### config.mk
export PLATFORM = sky130hd
export DESIGN_NAME = bracket_match_checker_unit
export DESIGN_NICKNAME = d
export VERILOG_FILES = /design/src/rtl/bmc_pkg.sv /design/src/rtl/bracket_match_checker_unit.sv
export SDC_FILE = /design/constraint.sdc
export NUM_CORES = 1
export LEC_CHECK = 0
export ABC_AREA = 0
export BUFFER_PORTS_ARGS = -buffer_cell sky130_fd_sc_hd__buf_2
export CAP_MARGIN = 20
export CORE_MARGIN = 2
export CORE_UTILIZATION = 40
export CTS_CLUSTER_SIZE = 28
export DETAILED_ROUTE_END_ITERATION = 7
export SLEW_MARGIN = 20
export SYNTH_ARGS = -nofsm -noshare
export SYNTH_HDL_FRONTEND = slang
export SYNTH_SLANG_ARGS = --single-unit
### constraint.sdc
create_clock -name clk -period 12.89 [get_ports clk]
set_input_delay 0.6445 -clock clk [delete_from_list [all_inputs] [get_ports clk]]
set_output_delay 0.6445 -clock clk [all_outputs]
set_load 0.005 [all_outputs]
### src/rtl/bmc_pkg.sv
// ----------------------------------------------------------------------------
// bmc_pkg: shared types and constants of the bracket match checker
// Beat payloads, result codes, bracket kinds and the byte decoder.
// ----------------------------------------------------------------------------
package bmc_pkg;

  // Stack size and position counter width
  localparam int STACK_DEPTH   = 64;
  localparam int POSITION_BITS = 16;
  localparam int DEPTH_W       = $clog2(STACK_DEPTH + 1);
  localparam int ADDR_W        = (STACK_DEPTH > 1) ? $clog2(STACK_DEPTH) : 1;
  localparam int OUT_POS_W     = 16;

  // Bracket characters
  localparam logic [7:0] CH_ROUND_OPEN   = 8'h28;  // (
  localparam logic [7:0] CH_ROUND_CLOSE  = 8'h29;  // )
  localparam logic [7:0] CH_SQUARE_OPEN  = 8'h5B;  // [
  localparam logic [7:0] CH_SQUARE_CLOSE = 8'h5D;  // ]
  localparam logic [7:0] CH_CURLY_OPEN   = 8'h7B;  // {
  localparam logic [7:0] CH_CURLY_CLOSE  = 8'h7D;  // }

  typedef enum logic [1:0] {
    KIND_ROUND  = 2'd0,
    KIND_SQUARE = 2'd1,
    KIND_CURLY  = 2'd2
  } kind_t;

  typedef enum logic [1:0] {
    ST_OK       = 2'd0,
    ST_MISMATCH = 2'd1,
    ST_EMPTY    = 2'd2,
    ST_OVERFLOW = 2'd3
  } status_t;

  typedef enum logic [1:0] {
    VERDICT_NONE     = 2'd0,
    VERDICT_BALANCED = 2'd1,
    VERDICT_FAILED   = 2'd2
  } verdict_t;

  // Input beat
  typedef struct packed {
    logic [7:0] symbol;
    logic       is_last;
  } in_beat_t;

  // Result beat
  typedef struct packed {
    logic [1:0]           status;
    logic [OUT_POS_W-1:0] open_position;
    logic [OUT_POS_W-1:0] close_position;
    logic [1:0]           verdict;
  } out_beat_t;

  // One stack entry
  typedef struct packed {
    kind_t                    kind;
    logic [POSITION_BITS-1:0] pos;
  } stk_entry_t;

  // Decoded byte
  typedef struct packed {
    logic  is_open;
    logic  is_close;
    kind_t kind;
  } sym_class_t;

  // Classify one byte as open bracket, close bracket or other
  function automatic sym_class_t classify(input logic [7:0] sym);
    sym_class_t c;
    c.is_open  = 1'b0;
    c.is_close = 1'b0;
    c.kind     = KIND_ROUND;
    unique case (sym)
      CH_ROUND_OPEN: begin
        c.is_open = 1'b1;
        c.kind    = KIND_ROUND;
      end
      CH_SQUARE_OPEN: begin
        c.is_open = 1'b1;
        c.kind    = KIND_SQUARE;
      end
      CH_CURLY_OPEN: begin
        c.is_open = 1'b1;
        c.kind    = KIND_CURLY;
      end
      CH_ROUND_CLOSE: begin
        c.is_close = 1'b1;
        c.kind     = KIND_ROUND;
      end
      CH_SQUARE_CLOSE: begin
        c.is_close = 1'b1;
        c.kind     = KIND_SQUARE;
      end
      CH_CURLY_CLOSE: begin
        c.is_close = 1'b1;
        c.kind     = KIND_CURLY;
      end
      default: begin
        c.is_open = 1'b0;
      end
    endcase
    return c;
  endfunction

endpackage

### src/rtl/bracket_match_checker_unit.sv
// ----------------------------------------------------------------------------
// bracket_match_checker_unit: streaming check of ( ) [ ] { } nesting
// One byte per beat in, one status beat out per byte, verdict on last byte.
// ----------------------------------------------------------------------------
// Usage: the block takes one byte per clock and returns one result beat per
// byte. A byte passes through the input register and then the result
// register before its result beat turns valid on the output.
// Throughput is one byte per cycle; it drops only while the result side
// stalls. Open brackets go onto a stack memory of STACK_DEPTH entries; the
// top entry is read from that memory ahead of use into a register (with
// a forward of the entry just pushed), which is what lets a pop follow a
// push in the next cycle. Stack contents need no clearing after reset, so
// the block is ready as soon as reset is released. The beat that carries
// is_last gives the verdict and returns the depth, position and error flag
// to zero for the next string.
module bracket_match_checker_unit (
  input  logic               clk,
  input  logic               rst_n,
  input  logic               in_valid,
  output logic               in_ready,
  input  bmc_pkg::in_beat_t  in_data,
  output logic               out_valid,
  input  logic               out_ready,
  output bmc_pkg::out_beat_t out_data
);

  localparam int AW = bmc_pkg::ADDR_W;
  localparam int DW = bmc_pkg::DEPTH_W;
  localparam int PW = bmc_pkg::POSITION_BITS;
  localparam int OW = bmc_pkg::OUT_POS_W;

  // Input stage
  logic               in_valid_r;
  bmc_pkg::in_beat_t  in_r;
  // Result stage
  logic               out_valid_r;
  bmc_pkg::out_beat_t out_r, out_nxt;
  // Checker state
  logic [DW-1:0]      depth_r, depth_nxt, depth_op;
  logic [PW-1:0]      pos_r, pos_nxt;
  logic               err_r, err_nxt, err_op;
  // Stack memory and its registered top
  bmc_pkg::stk_entry_t stack_mem [bmc_pkg::STACK_DEPTH];
  bmc_pkg::stk_entry_t top_r;
  bmc_pkg::stk_entry_t push_entry;
  logic [DW-1:0]       rd_depth;
  logic [DW-1:0]       rd_index;
  logic [AW-1:0]       rd_addr;
  logic [AW-1:0]       wr_addr;

  logic                proc;
  logic                push_ok;
  logic                pop_ok;
  bmc_pkg::sym_class_t cls;
  bmc_pkg::status_t    status;
  logic [PW-1:0]       open_pos;
  logic                stack_full;
  logic                stack_empty;

  // Advance the input stage whenever the result stage can take a beat
  assign proc     = in_valid_r && (!out_valid_r || out_ready);
  assign in_ready = !in_valid_r || proc;

  assign out_valid = out_valid_r;
  assign out_data  = out_r;

  // Decide push, pop or error for the byte in the input stage
  assign cls         = bmc_pkg::classify(in_r.symbol);
  assign stack_full  = (depth_r == DW'(bmc_pkg::STACK_DEPTH));
  assign stack_empty = (depth_r == '0);

  always_comb begin
    status   = bmc_pkg::ST_OK;
    open_pos = '0;
    push_ok  = 1'b0;
    pop_ok   = 1'b0;
    priority if (cls.is_open) begin
      if (stack_full) begin
        status = bmc_pkg::ST_OVERFLOW;
      end else begin
        push_ok = 1'b1;
      end
    end else if (cls.is_close) begin
      priority if (stack_empty) begin
        status = bmc_pkg::ST_EMPTY;
      end else if (top_r.kind == cls.kind) begin
        pop_ok = 1'b1;
      end else begin
        status   = bmc_pkg::ST_MISMATCH;
        open_pos = top_r.pos;
      end
    end else begin
      status = bmc_pkg::ST_OK;
    end
  end

  // Form next state and the result beat
  always_comb begin
    depth_op = depth_r;
    if (push_ok) begin
      depth_op = depth_r + DW'(1);
    end else if (pop_ok) begin
      depth_op = depth_r - DW'(1);
    end
    err_op = err_r || (status != bmc_pkg::ST_OK);

    out_nxt.status         = status;
    out_nxt.open_position  = OW'(open_pos);
    out_nxt.close_position = OW'(pos_r);
    out_nxt.verdict        = bmc_pkg::VERDICT_NONE;

    depth_nxt = depth_r;
    pos_nxt   = pos_r;
    err_nxt   = err_r;
    if (proc) begin
      if (in_r.is_last) begin
        out_nxt.verdict = (!err_op && depth_op == '0) ? bmc_pkg::VERDICT_BALANCED
                                                       : bmc_pkg::VERDICT_FAILED;
        depth_nxt = '0;
        pos_nxt   = '0;
        err_nxt   = 1'b0;
      end else begin
        depth_nxt = depth_op;
        pos_nxt   = (pos_r != {PW{1'b1}}) ? pos_r + PW'(1) : pos_r;
        err_nxt   = err_op;
      end
    end
  end

  // Stack addressing: write at the current depth, read the next top
  assign push_entry.kind = cls.kind;
  assign push_entry.pos  = pos_r;
  assign wr_addr  = depth_r[AW-1:0];
  assign rd_depth = proc ? depth_op : depth_r;
  assign rd_index = rd_depth - DW'(1);
  assign rd_addr  = rd_index[AW-1:0];

  // Write pushed entries; refresh top, forwarding a fresh push
  always_ff @(posedge clk) begin
    if (proc && push_ok) begin
      stack_mem[wr_addr] <= push_entry;
    end
    if (proc && push_ok) begin
      top_r <= push_entry;
    end else begin
      top_r <= stack_mem[rd_addr];
    end
  end

  // Hold control state
  always_ff @(posedge clk) begin
    if (!rst_n) begin
      in_valid_r  <= 1'b0;
      out_valid_r <= 1'b0;
      depth_r     <= '0;
      pos_r       <= '0;
      err_r       <= 1'b0;
    end else begin
      if (in_ready) begin
        in_valid_r <= in_valid;
      end
      if (proc) begin
        out_valid_r <= 1'b1;
      end else if (out_ready) begin
        out_valid_r <= 1'b0;
      end
      depth_r <= depth_nxt;
      pos_r   <= pos_nxt;
      err_r   <= err_nxt;
    end
  end

  // Load payload registers
  always_ff @(posedge clk) begin
    if (in_valid && in_ready) begin
      in_r <= in_data;
    end
    if (proc) begin
      out_r <= out_nxt;
    end
  end

  // Depth never passes the stack size
  a_depth_bound: assert property (@(posedge clk) disable iff (!rst_n)
    depth_r <= DW'(bmc_pkg::STACK_DEPTH))
    else $error("stack depth beyond capacity");

  // The last byte of a string leaves the checker cleared
  a_end_clears: assert property (@(posedge clk) disable iff (!rst_n)
    proc && in_r.is_last |=> depth_r == '0 && pos_r == '0 && !err_r)
    else $error("checker not cleared after last byte");

  // A balanced verdict cannot come with an error on the same beat
  a_balanced_ok: assert property (@(posedge clk) disable iff (!rst_n)
    out_valid_r && out_r.verdict == bmc_pkg::VERDICT_BALANCED
      |-> out_r.status == bmc_pkg::ST_OK)
    else $error("balanced verdict with error status");

  // Open position is reported only for a kind mismatch
  a_open_pos: assert property (@(posedge clk) disable iff (!rst_n)
    out_valid_r && out_r.status != bmc_pkg::ST_MISMATCH |-> out_r.open_position == '0)
    else $error("open position outside mismatch");

  // Input stalls only when both stages are full and the output is blocked
  a_ready: assert property (@(posedge clk) disable iff (!rst_n)
    !in_ready |-> in_valid_r && out_valid_r && !out_ready)
    else $error("input stalled without backpressure");

endmodule
==> reports/results.txt <==
Largest cells by area after synthesis = edfxtp_1 (75%), mux4_2 (16%), dfxtp_1 (1.3%)
1st-pass router iterations = 7
Main flop type after synthesis = edfxtp_1
Sequential-to-total area share from yosys stat = 76.8%
CTS tree = built
Die Wd = 349 um
Post-synthesis register bit count = 1,229
Final Max Slew Viols = 0
Std-Cell Rows = 126
Initial antenna violation count = 18
EDFF count, synth = 1,197
Vias in the first global route = 23.2k
Final setup viols = 0
Placed Cells = 3,699
Post-CTS Resized = 0
Count leader, synth = edfxtp_1
Max-Cap Viols = 0
Slew headroom = 26.6%
Hpwl dp = 64,500 um
Worst Path Required = 13.51 ns
Global route total overflow = 0
Fin crit period = 5.49 ns
Register clock-pin slew on the reported worst setup and hold paths = 0.06 ns
CP startpoint kind = register
Core Area = 118,000 um^2
Gp weighted congestion = 0.873
Maximum vdd drop = 0.113 mV
Final Power = 7.78 mW
DR DRC count = 0
Total Die Area = 122,000 um^2
Crit. End Element = register
Yosys top cell area share = 75.5%
Post-DR vias/cell = 5.77
Antenna viol nets, final = 0
Final number of hold-violating endpoints = 0
Area grow syn2layout = 13.6%
Floorplan die height = 349 um
Clk sink count = 1,229
Worst Max-Slew Pin Slew = 1.10 ns
Setup TNS = 0 ns
Status = finished, final reports clean
Post-CTS Setup Inserts = 0
Worst-Skew Late Latency = 0.71 ns
First-pass GRT wire length = 169,000 um
Cells along the critical path = buf_4 -> buf_4 -> nor2b_1 -> nand2_1 -> and3_1 -> a31oi_1 -> a21oi_1 -> a211oi_1 -> or2_2 -> o21ai_0 -> xnor2_1 -> nor3b_2 -> xnor2_1
Routed WL = 118,000 um
Clock buffer depth = 3
Worst path arrival time = 6.11 ns
Worst hold-check path type = in2reg
Leakage = 18.9 nW
RSZ-0062 raised after global routing = no
Cell Area, Synth = 47,600 um^2
Power Density = 144 nW/um^2
Initial core utilization = 40.3%
Critical Path Slowest Stage Cell = dfxtp_4
Fill count = 9,570
Max FO, Critical Path = 39
Largest net degree at the start of global routing = 139
Synth cell types = 63
Buffers added on ports = 50
Layout cell share with drive strength beyond 1 = 31.2%
H-tree Lvls = 3
Syn avg cell area = 22.3 um^2
Total track usage = 19.5%
Worst clock skew = 0.0346 ns
Mapped Nets = 2,157
Post-synth top cells = edfxtp_1 (1,197), mux4_2 (344), nor2_1 (110), clkbuf_1 (65), mux2i_1 (54)
Num CTS Buffers = 120
I/O pin total = 51
Fin nets = 2,307
CTS Hold Bufs = 0
Period utilisation layout = 42.6%
Fin cells = 3,916
Routed via count = 22.6k
Final hold slack = 0.119 ns
Delay of the slowest critical-path stage = 0.75 ns
Leading area contributor after synthesis = edfxtp_1
Setup CP Type = reg2reg
Root buffer cell = clkbuf_16
DRT iter0 DRCs = 2,494
DR WL/cell = 30.2 um
FFs w/ async S/R, synth = 0%
Fmax = 182 MHz
Synthesized instance count = 2,139
Yosys warns = 0
-- placed cells by master, fill, tap and decap left out, types with 5 or more instances in the layout --
cell type,Yosys,routed
xor2_1,10,10
edfxtp_1,1197,1197
inv_1,17,15
mux4_2,344,344
nor2_1,110,44
dfxtp_2,0,16
and3_1,25,25
clkinv_1,0,31
and2_1,6,6
or3_1,9,9
nand2b_1,6,6
clkbuf_16,0,122
nand2_1,40,40
xnor2_1,11,11
a22oi_1,10,10
ha_1,5,5
dfxtp_1,32,13
clkinv_2,0,17
nand4_1,11,11
nor2_2,0,57
clkbuf_1,65,21
nand3_1,23,23
o21ai_0,18,18
a211oi_1,6,6
nor2b_1,10,10
nor2_4,0,9
a21boi_0,6,6
bufinv_16,0,12
mux2i_1,54,54
buf_4,6,85
buf_2,30,50
a21oi_1,17,17
nor3_1,10,10
-- power by group --
part / total [mW] / leakage [nW] / internal, mW / switching [mW]
sequential: 4.34 / 12.6 / 4.33 / 0.00807
combinational: 0.0379 / 4.48 / 0.0130 / 0.0249
clock: 3.40 / 1.85 / 1.96 / 1.45
total: 7.78 / 18.9 / 6.30 / 1.48
-- per-stage QoR --
step	instance area, um^2	utilization [%]	setup WS [ns]
floorplan	47600	-	8.75
global placement	50200	42.5	6.80
detailed placement	50200	42.5	6.96
CTS	54000	45.7	6.91
global route	54100	45.8	6.95
finish	54100	45.8	7.40
-- path summary, 6_finish.rpt --
kind | slack [ns] | from | to | cells after the start
max | 7.40 | register | register | 13
min | 0.12 | in_data[6] | in_r[6]$_DFFE_PP_ | 1
max reg2reg | 7.40 | register | register | 13
min reg2reg | 0.49 | err_r$_SDFFE_PN0P_ | err_r$_SDFFE_PN0P_ | 2
-- registers in the layout, indices dropped and copies added, names as in the netlist, named ones only --
name	flops
stack_mem	1152
out_data	36
pos_r	16
in_r	9
depth_r	7
err_r	1
in_valid_r	1
out_valid	1
-- area by class of cell --
type | instances | area, um^2 | area share [%]
Inverter | 18 | 70.1 | 0.130
Timing Repair Buffer | 141 | 1030 | 1.91
Clock inverter | 68 | 648 | 1.20
Multi-Input combinational cell | 779 | 10700 | 19.7
Tap cell | 1536 | 1920 | 3.55
Antenna cell | 2 | 5.00 | 0.00925
Clock buffer | 143 | 3130 | 5.79
Sequential cell | 1229 | 36600 | 67.7
-- cell families after synthesis --
| logic type | synth area share [%] |
|---|---|
| DFF | 76.8 |
| and+or+nand+nor | 2.70 |
| adders and majority gates | 0.131 |
| xor gates and xnor gates | 0.420 |
| AOI/OAI and AO/OA | 1.18 |
| muxes | 17.5 |
| buffers and inverters | 1.26 |
-- worst max-delay path, delay by kind of cell (launching register included) --
family                    cells  cell delay [ns]
buffers and inverters         2             1.30
DFF                           1             0.75
AOI/OAI and AO/OA             4             1.04
xor gates and xnor gates      2             0.45
and+or+nand+nor               5             1.86
-- per-layer routing --
layer  global-route usage (%)  vias up  wire [um]  part of all wire [%]
met5                        0        -         24                 0.020
met4                     7.86        4       4380                   3.7
met3                     4.88      201      10100                   8.5
met2                     30.7      909      56000                    47
met1                     26.2    12178      47700                    40
li1                         -     9294          -                     -
(Power assumes the default switching activity.)
